## config.mk

```make
export PLATFORM = sky130hd
export DESIGN_NAME = page_table_fifo_translate
export DESIGN_NICKNAME = d
export VERILOG_FILES = /design/src/ptft_pkg.sv /design/src/ptft_ram.sv /design/src/ptft_xlate.sv /design/src/page_table_fifo_translate.sv
export SDC_FILE = /design/constraint.sdc
export NUM_CORES = 2
export LEC_CHECK = 0
export BUFFER_PORTS_ARGS = -buffer_cell sky130_fd_sc_hd__clkbuf_2
export CORE_MARGIN = 2
export CORE_UTILIZATION = 57
export CTS_CLUSTER_DIAMETER = 150
export DETAILED_ROUTE_END_ITERATION = 6
export PLACE_DENSITY = 0.81
export SLEW_MARGIN = 20
export SYNTH_ARGS = -nofsm -noshare
export SYNTH_HDL_FRONTEND = slang
export SYNTH_SLANG_ARGS = --single-unit
```

## constraint.sdc

```tcl
create_clock -name clk -period 12.93 [get_ports clk]
set_clock_uncertainty 0.05 [all_clocks]
set_input_delay 1.293 -clock clk [delete_from_list [all_inputs] [get_ports clk]]
set_output_delay 1.293 -clock clk [all_outputs]
set_load 0.1 [all_outputs]
```

## src/ptft_pkg.sv

```systemverilog
// ----------------------------------------------------------------------------
// ptft_pkg: shared types and constants of the page table translator
// Address split, table geometry and the packed result record.
// ----------------------------------------------------------------------------
package ptft_pkg;

	localparam int VA_W        = 16;
	localparam int OFFSET_BITS = 8;
	localparam int PAGE_BITS   = 8;
	localparam int FRAME_BITS  = 7;
	localparam int PAGE_COUNT  = 1 << PAGE_BITS;
	localparam int FRAME_COUNT = 1 << FRAME_BITS;
	localparam int PA_W        = FRAME_BITS + OFFSET_BITS;
	localparam int COUNT_W     = 32;

	typedef logic [VA_W-1:0]        vaddr_t;
	typedef logic [PAGE_BITS-1:0]   page_t;
	typedef logic [FRAME_BITS-1:0]  frame_t;
	typedef logic [OFFSET_BITS-1:0] offset_t;
	typedef logic [COUNT_W-1:0]     count_t;

	// First member is the top bits: physical_address lands in the lowest bits.
	typedef struct packed {
		count_t          fault_count;
		logic            replaced;
		frame_t          load_frame;
		page_t           load_page;
		logic            page_fault;
		logic [PA_W-1:0] physical_address;
	} result_t;

endpackage

```

## src/ptft_ram.sv

```systemverilog
// ----------------------------------------------------------------------------
// ptft_ram: generic single-write, single-read RAM
// One write port and one read port with registered read data.
// ----------------------------------------------------------------------------
module ptft_ram #(
	parameter int WIDTH = 8,
	parameter int DEPTH = 256
) (
	input  logic                     clk,
	input  logic                     we,
	input  logic [$clog2(DEPTH)-1:0] waddr,
	input  logic [WIDTH-1:0]         wdata,
	input  logic                     re,
	input  logic [$clog2(DEPTH)-1:0] raddr,
	output logic [WIDTH-1:0]         rdata
);

	logic [WIDTH-1:0] mem [DEPTH];

	always_ff @(posedge clk) begin
		if (we) begin
			mem[waddr] <= wdata;
		end
		if (re) begin
			rdata <= mem[raddr];
		end
	end

endmodule

```

## src/ptft_xlate.sv

```systemverilog
// ----------------------------------------------------------------------------
// ptft_xlate: translation stage with page table and FIFO replacement
// Reads the frame RAM and owner RAM on transfer, decides hit or fault in the
// next cycle and writes the table back when the result moves on.
// ----------------------------------------------------------------------------
module ptft_xlate (
	input  logic              clk,
	input  logic              arst_n,
	input  logic              in_valid,
	output logic              in_ready,
	input  ptft_pkg::vaddr_t  in_va,
	output logic              res_valid,
	input  logic              res_ready,
	output ptft_pkg::result_t res
);

	logic                                 valid_s1;
	ptft_pkg::vaddr_t                     va_s1;
	logic                                 tbl_fwd_s1;
	ptft_pkg::frame_t                     tbl_fwd_data_s1;
	logic                                 own_fwd_s1;
	ptft_pkg::page_t                      own_fwd_data_s1;
	logic [ptft_pkg::PAGE_COUNT-1:0]      resident_q;
	logic [ptft_pkg::FRAME_BITS:0]        next_free_q;
	ptft_pkg::frame_t                     victim_q;
	ptft_pkg::count_t                     count_q;

	logic             accept;
	logic             fire_s1;
	ptft_pkg::page_t  page_in;
	ptft_pkg::page_t  page_s1;
	ptft_pkg::offset_t offset_s1;
	ptft_pkg::frame_t tbl_rd;
	ptft_pkg::page_t  own_rd;
	logic             hit;
	logic             fault;
	logic             free_left;
	logic             evict;
	ptft_pkg::frame_t hit_frame;
	ptft_pkg::frame_t frame;
	ptft_pkg::page_t  owner;
	logic             repl;
	ptft_pkg::frame_t victim_d;
	ptft_pkg::count_t count_d;

	assign fire_s1  = valid_s1 && res_ready;
	assign in_ready = !valid_s1 || fire_s1;
	assign accept   = in_valid && in_ready;

	assign page_in   = in_va[ptft_pkg::OFFSET_BITS +: ptft_pkg::PAGE_BITS];
	assign page_s1   = va_s1[ptft_pkg::OFFSET_BITS +: ptft_pkg::PAGE_BITS];
	assign offset_s1 = va_s1[ptft_pkg::OFFSET_BITS-1:0];

	assign hit       = resident_q[page_s1];
	assign fault     = !hit;
	assign free_left = !next_free_q[ptft_pkg::FRAME_BITS];
	assign evict     = fault && !free_left;
	assign hit_frame = tbl_fwd_s1 ? tbl_fwd_data_s1 : tbl_rd;
	assign owner     = own_fwd_s1 ? own_fwd_data_s1 : own_rd;

	always_comb begin
		priority if (hit) begin
			frame = hit_frame;
		end else if (free_left) begin
			frame = next_free_q[ptft_pkg::FRAME_BITS-1:0];
		end else begin
			frame = victim_q;
		end
	end

	// Once all frames are handed out, a frame's owner stays resident in it
	// until that frame is evicted, so the owner's resident bit decides.
	assign repl = evict && resident_q[owner];

	assign victim_d = (fire_s1 && evict) ? victim_q + ptft_pkg::FRAME_BITS'(1) : victim_q;
	assign count_d  = (fault && count_q != '1) ? count_q + ptft_pkg::COUNT_W'(1) : count_q;

	always_comb begin
		res.physical_address = {frame, offset_s1};
		res.page_fault       = fault;
		res.load_page        = fault ? page_s1 : '0;
		res.load_frame       = fault ? frame : '0;
		res.replaced         = repl;
		res.fault_count      = count_d;
	end
	assign res_valid = valid_s1;

	ptft_ram #(
		.WIDTH(ptft_pkg::FRAME_BITS),
		.DEPTH(ptft_pkg::PAGE_COUNT)
	) u_frame_ram (
		.clk   (clk),
		.we    (fire_s1 && fault),
		.waddr (page_s1),
		.wdata (frame),
		.re    (accept),
		.raddr (page_in),
		.rdata (tbl_rd)
	);

	ptft_ram #(
		.WIDTH(ptft_pkg::PAGE_BITS),
		.DEPTH(ptft_pkg::FRAME_COUNT)
	) u_owner_ram (
		.clk   (clk),
		.we    (fire_s1 && fault),
		.waddr (frame),
		.wdata (page_s1),
		.re    (accept),
		.raddr (victim_d),
		.rdata (own_rd)
	);

	always_ff @(posedge clk or negedge arst_n) begin
		if (!arst_n) begin
			valid_s1 <= 1'b0;
		end else if (in_ready) begin
			valid_s1 <= in_valid;
		end
	end

	// Payload of stage 1; forward a write that lands on the same edge as the read.
	always_ff @(posedge clk) begin
		if (accept) begin
			va_s1           <= in_va;
			tbl_fwd_s1      <= fire_s1 && fault && (page_s1 == page_in);
			tbl_fwd_data_s1 <= frame;
			own_fwd_s1      <= fire_s1 && fault && (frame == victim_d);
			own_fwd_data_s1 <= page_s1;
		end
	end

	always_ff @(posedge clk or negedge arst_n) begin
		if (!arst_n) begin
			resident_q  <= '0;
			next_free_q <= '0;
			victim_q    <= '0;
			count_q     <= '0;
		end else if (fire_s1) begin
			if (repl) begin
				resident_q[owner] <= 1'b0;
			end
			if (fault) begin
				resident_q[page_s1] <= 1'b1;
			end
			if (fault && free_left) begin
				next_free_q <= next_free_q + (ptft_pkg::FRAME_BITS+1)'(1);
			end
			victim_q <= victim_d;
			count_q  <= count_d;
		end
	end

	a_free_bound: assert property (@(posedge clk) disable iff (!arst_n)
		next_free_q <= (ptft_pkg::FRAME_BITS+1)'(ptft_pkg::FRAME_COUNT))
		else $error("free frame counter ran past the frame count");

	a_victim_only_when_full: assert property (@(posedge clk) disable iff (!arst_n)
		(fire_s1 && fault && free_left) |-> (victim_d == victim_q))
		else $error("victim pointer moved while free frames remain");

	a_evict_owner_resident: assert property (@(posedge clk) disable iff (!arst_n)
		(fire_s1 && evict) |-> resident_q[owner])
		else $error("evicted frame has no resident owner");

	a_fault_maps_page: assert property (@(posedge clk) disable iff (!arst_n)
		(fire_s1 && fault) |=> resident_q[$past(page_s1)])
		else $error("faulting page not resident after mapping");

endmodule

```

## src/page_table_fifo_translate.sv

```systemverilog
// ----------------------------------------------------------------------------
// page_table_fifo_translate: demand-paging translator with FIFO replacement
// An input transfer reaches result valid through the table stage register
// and then the output register. Throughput: one address per cycle unless the
// output stalls, set by the read-modify-write of the frame RAM with write
// forwarding. Reset clears resident bits, free-frame count, victim pointer
// and fault count at once; no clearing pass is needed.
// ----------------------------------------------------------------------------
module page_table_fifo_translate (
	input  logic        clk,
	input  logic        arst_n,
	input  logic        s_axis_tvalid,
	output logic        s_axis_tready,
	input  logic [15:0] s_axis_tdata,  // [15:0] virtual_address
	output logic        m_axis_tvalid,
	input  logic        m_axis_tready,
	// [14:0] physical_address, [15] page_fault, [23:16] load_page,
	// [30:24] load_frame, [31] replaced, [63:32] fault_count
	output logic [63:0] m_axis_tdata
);

	logic              res_valid;
	logic              res_ready;
	ptft_pkg::result_t res;
	logic              out_valid_q;
	ptft_pkg::result_t out_data_q;

	ptft_xlate u_xlate (
		.clk       (clk),
		.arst_n    (arst_n),
		.in_valid  (s_axis_tvalid),
		.in_ready  (s_axis_tready),
		.in_va     (s_axis_tdata),
		.res_valid (res_valid),
		.res_ready (res_ready),
		.res       (res)
	);

	// Take a new result when the output register is empty or drains this cycle.
	assign res_ready = !out_valid_q || m_axis_tready;

	always_ff @(posedge clk or negedge arst_n) begin
		if (!arst_n) begin
			out_valid_q <= 1'b0;
		end else if (res_ready) begin
			out_valid_q <= res_valid;
		end
	end

	always_ff @(posedge clk) begin
		if (res_ready && res_valid) begin
			out_data_q <= res;
		end
	end

	assign m_axis_tvalid = out_valid_q;
	assign m_axis_tdata  = out_data_q;

endmodule

```

== After elaboration in Yosys (flattened, before gate mapping) ==
Memory sizes are Yosys's and may differ from the RTL's. A register that Yosys moved wholly into a read port is not among the register bits.
Cells that the tools add are included.
Word-level totals
  bits in writable memories: 2816
  input bits: 20
  latch bits: 0
  memory bits (read-only): 0
  register bits after elaboration: 402
  memories kept: 2
  logic and storage cells: 70
Memory list
  u_xlate.u_frame_ram.mem: words 256, width 7, read ports 1, clocked after Yosys merged registers in 1, write ports 1, RTL line ptft_ram.sv:18  | logic [WIDTH-1:0] mem [DEPTH];
  u_xlate.u_owner_ram.mem: words 128, width 8, read ports 1, clocked after Yosys merged registers in 1, write ports 1, RTL line ptft_ram.sv:18
Operators by class
  add/subtract/negate cells: 3
  multiplexer cells: 19
  div/mod/pow operators: 0
  bitwise gates (word level): 3
  reduce and logical (&&, ||, !) cells: 19
  equal/unequal tests: 3
  multipliers: 0
  $lt $le $gt $ge: 4
  shift-type cells: 0
Operators by type and width (count)
  $mux W256: 3
  $and A256 B256 Y256: 1
  $not A256 Y256: 1
  $or A256 B256 Y256: 1
  $add A32 B1 Y32 const B: 1
  $mux W32: 1
  $ne A32 B32 Y1 const B: 1
  $mux W7: 4
  $lt A8 B9 Y1 const B: 2
  $bmux W1 S8: 2
  $demux W1 S8: 2
  $ge A8 B1 Y1 const B: 2
  $logic_and A1 B1 Y1: 12
  $add A8 B1 Y8 const B: 1
  $eq A8 B8 Y1: 1
  $mux W8: 1
  $add A7 B1 Y7 const B: 1
  $eq A7 B7 Y1: 1
  $mux W1: 6
  $logic_not A1 Y1: 4
  $logic_or A1 B1 Y1: 2
  $reduce_and A2 Y1: 1

== Depth between registers and ports, before layout ==
  depth after elaboration: 11
  gate-level depth with buffers: 22

== Modules after synthesis ==
Synthesis repeated with hierarchy kept, for this count alone.
Second synthesis, totals
  cell total of the unflattened synthesis: 7472
  area, all modules: 135092.1 um2
Modules (own cells, without submodules)
  ptft_ram at u_xlate.u_frame_ram: cells an instance 3381, times used 1, sequential area each 54021.8 um2, area an instance 70267.4 um2
  ptft_ram at u_xlate.u_owner_ram: cells an instance 1635, times used 1, sequential area each 30989.7 um2, area an instance 39745.6 um2
  ptft_xlate: cells an instance 2388, times used 1, sequential area each 8598.2 um2, area an instance 23103.4 um2
  page_table_fifo_translate: cells an instance 68, times used 1, sequential area each 1946.9 um2, area an instance 1975.6 um2

== Worst setup path before layout ==
No wires, ideal clock.
  kind: reg2reg
  from: register u_xlate.va_s1[9]
  to: memory u_xlate.u_owner_ram.mem[103][0] (enable)
  arrival time: 13.452 ns
  slack: -0.950 ns
  buffers on the path: 3
  library setup time: 0.378 ns
  clock period less this slack: 13.880 ns
  cell stages (with the launch flop): 15
  cells stage by stage: edfxtp_1 -> buf_4 -> buf_6 -> mux4_2 -> mux4_2 -> nand2b_1 -> o211ai_1 -> and3_1 -> buf_4 -> a21oi_1 -> inv_2 -> a211oi_1 -> a21oi_1 -> nand4_1 -> nor2_1
RTL lines
  start: declaration: RTL line ptft_xlate.sv:18  | ptft_pkg::vaddr_t va_s1;
  start signal: assignment: RTL line ptft_xlate.sv:125  | va_s1 <= in_va;
  end: declaration: RTL line ptft_ram.sv:18

==> results by group <==
Final layout
  • Leading cell type in the layout, fill and taps excluded: edfxtp_1
  • Area grow syn2layout: 10.4%
  • Layout cells sized above 1: 0.199
  • Design Area, Final: 151000 sq um
  • NumNets Final: 7979
  • Most frequent cells in the layout: edfxtp_1, mux4_2, o21ai_0

Drt
  • DRC: 49
  • Initial detailed-routing violation count: 14900
  • DR vias: 83400
  • DR WL/cell: 34.6 um
  • Avg Vias per Cell: 7.33
  • Remaining antenna violation count: 0
  • Total wire length: 394000 um
  • Initial DRT Pass Iterations: 7

Timing
  • Setup Viol. Count Final: 0
  • Fmax: 115 MHz
  • Tightest Pin Transition: 1.36 ns
  • Min Tclk post-route: 8.67 ns
  • Final period util: 0.670
  • RSZ-0062 raised after global routing: no
  • Relative slew slack: 0.0945
  • Final Hold Vio Count: 0
  • Final setup TNS: 0 ns
  • Slew Limit Fails: 0

Critical path
  • CP max-delay cell: edfxtp_1
  • Critical path type: register to register
  • Bufs and invs on worst path: 3
  • CP Launch Type: register
  • Required time of the critical path: 13.44 ns
  • CP delay by family, top: simple AND/OR/NAND/NOR gates
  • Critical Path Start: u_xlate.va_s1[11]
  • Worst path max stage delay: 1.10 ns
  • Crit path DAT: 9.18 ns
  • CP Capture Type: register
  • Max Fanout on Critical Path: 77
  • Launching point of the worst reg2reg path: u_xlate.va_s1[11]
  • CP cell instances: buf_4 -> nor2_2 -> a22oi_1 -> a21oi_1 -> nor4_1 -> a21oi_1 -> and2_1 -> a21oi_2 -> inv_2 -> a211oi_1 -> a21oi_4 -> buf_4 -> nor2_1 -> nand3_2 -> nor2_1

Synthesis
  • Yosys Warn Count: 0
  • Top post-synthesis cells by area: edfxtp_1, mux4_2, dfrtp_1
  • Async S/R FF share, synth: 0.0943
  • Synthesized flop and latch total: 3233
  • Mapped Cells: 7986
  • Sequential area share after synthesis: 0.699
  • Leading area contributor after synthesis: edfxtp_1
  • Number of synthesized flops with an enable pin: 2928
  • Syn Std Cell Area: 137000 sq um
  • Net Count, Synth: 8009
  • Share of the synthesized area in the top cell type: 0.643
  • Post-synth cell types: 85
  • Ys flop type: edfxtp_1
  • Syn_area_per_cell: 17.1 sq um

Global routing
  • GRT Total Usage: 0.321
  • Total gr overflow: 0
  • Vias in the first global route: 81500
  • Initial antenna violation count: 17
  • Maximum number of pins on one net before global-route repair: 180
  • Global-route wire length before repair: 572000 um

CTS
  • # Post-CTS Setup Buffers: 0
  • Max clock buf depth: 4
  • Cts repair resizes: 0
  • Root Driver: clkbuf_16
  • CTS sink cnt: 3233
  • CTS buffer count: 331
  • CTS tree: yes
  • Hold_buf cts: 0
  • H-tree depth: 5
  • Clock latency on the worst-skew pair: 0.99 ns
  • Clk slew on worst S/H paths: 0.06 ns

Run status
  • Failing checks: design-rule violations
  • Outcome: complete, but fails checks

Floorplan
  • Die Footprint: 244000 sq um
  • Cell row count: 179
  • Starting Density: 0.574
  • Ports: 86
  • Die Ht: 494 um
  • Die width: 494 um
  • Core region area: 238000 sq um

Flow run
  • # Max-Cap Violations: 0

Placed design
  • DP HPWL: 215000 um
  • IO Port Bufs: 85
  • Global placement routability congestion: 0.946
  • Dpl cell area: 140000 sq um

Power
  • PwrDens: 157 nW/um^2
  • Pleak: 49.9 nW
  • Peak VDD IR: 0.203 mV

Worst hold path
  • Hold WC Path Type: input port to async pin
## per-stage QoR
| stage | total power [mW] | util | std cells | setup WS (ns) | hold WS (ns) |
|---|---|---|---|---|---|
| 2_1_floorplan | 13.7 | - | 7986 | 2.39 | 0.350 |
| 3_3_place_gp | 14.3 | 0.590 | 10800 | 5.01 | 0.353 |
| 3_5_place_dp | 14.4 | 0.590 | 10800 | 4.69 | 0.356 |
| 4_1_cts | 23.6 | 0.633 | 11400 | 4.67 | 0.267 |
| 5_1_grt | 24.1 | 0.634 | 11400 | 4.00 | 0.333 |
| 6_report | 23.7 | 0.634 | 11400 | 4.26 | 0.288 |
## power breakdown
part | total (mW) | switching, mW | internal (mW)
registers | 12.2 | 0.103 | 12.1
clock network | 9.38 | 4.03 | 5.35
logic | 2.06 | 1.62 | 0.443
## final timing paths
path | end | cells after the start | slack, ns
max | u_xlate.u_owner_ram.mem[34][6] | 15 | 4.26
min | u_xlate.count_q[16] | 1 | 0.29
max reg2reg | u_xlate.u_owner_ram.mem[34][6] | 15 | 4.26
min reg2reg | m_axis_tdata[3] | 0 | 0.37
max in group asynchronous | u_xlate.resident_q[197] | 3 | 10.04
min in group clk | m_axis_tdata[3] | 0 | 0.37
## synthesized netlist by cell type (24+ instances only)
cell type	instances
buf_1	111
mux2_2	80
nor4_1	40
a22oi_1	110
and2_1	50
a21oi_1	80
mux4_2	761
mux2i_1	472
buf_2	55
and3_1	66
clkbuf_1	407
o22ai_1	138
a211oi_1	82
nand2_1	355
nand3_1	85
dfrtp_1	305
a311oi_1	30
nor2b_1	24
nor2_1	560
o21ai_0	584
a2111oi_0	24
o221ai_1	122
nor3_1	47
nand4_1	36
xnor2_1	65
or3_1	32
edfxtp_1	2928
## layer usage
metal | vias up | share of wire | track usage
li1 | 32400 | - | -
met5 | - | 0.00029 | 0
met3 | 1571 | 0.13 | 0.0911
met1 | 42100 | 0.33 | 0.412
met2 | 7445 | 0.47 | 0.504
met4 | 16 | 0.063 | 0.162
## state kept, by name (all words and copies together), names as in the netlist, 7 cells and up
name / flops
m_axis_tdata: 64
u_xlate.count_q: 32
u_xlate.next_free_q: 8
u_xlate.own_fwd_data_s1: 8
u_xlate.resident_q: 256
u_xlate.tbl_fwd_data_s1: 7
u_xlate.u_frame_ram.mem: 1792
u_xlate.u_frame_ram.rdata: 7
u_xlate.u_owner_ram.mem: 1024
u_xlate.u_owner_ram.rdata: 8
u_xlate.va_s1: 16
u_xlate.victim_q: 7
## kinds of logic after synthesis
logic type                 share of synthesized area
and+or+nand+nor                               0.0444
xor gates and xnor gates                     0.00571
buffers and inverters                         0.0183
muxes                                          0.167
DFF                                            0.699
adders and majority gates                   0.000275
AOI/OAI and AO/OA                             0.0656
## cell type report
type,instances,area [sq um]
clock inverters,156,1460
clock buffers,424,8880
diodes,14,35.0
flip-flops and latches,3233,95600
multi-input cells,4133,39100
inverters,23,87.6
fillers,15200,87200
well taps,3167,3960
repair buffers,234,1800
(Power assumes the default switching activity.)
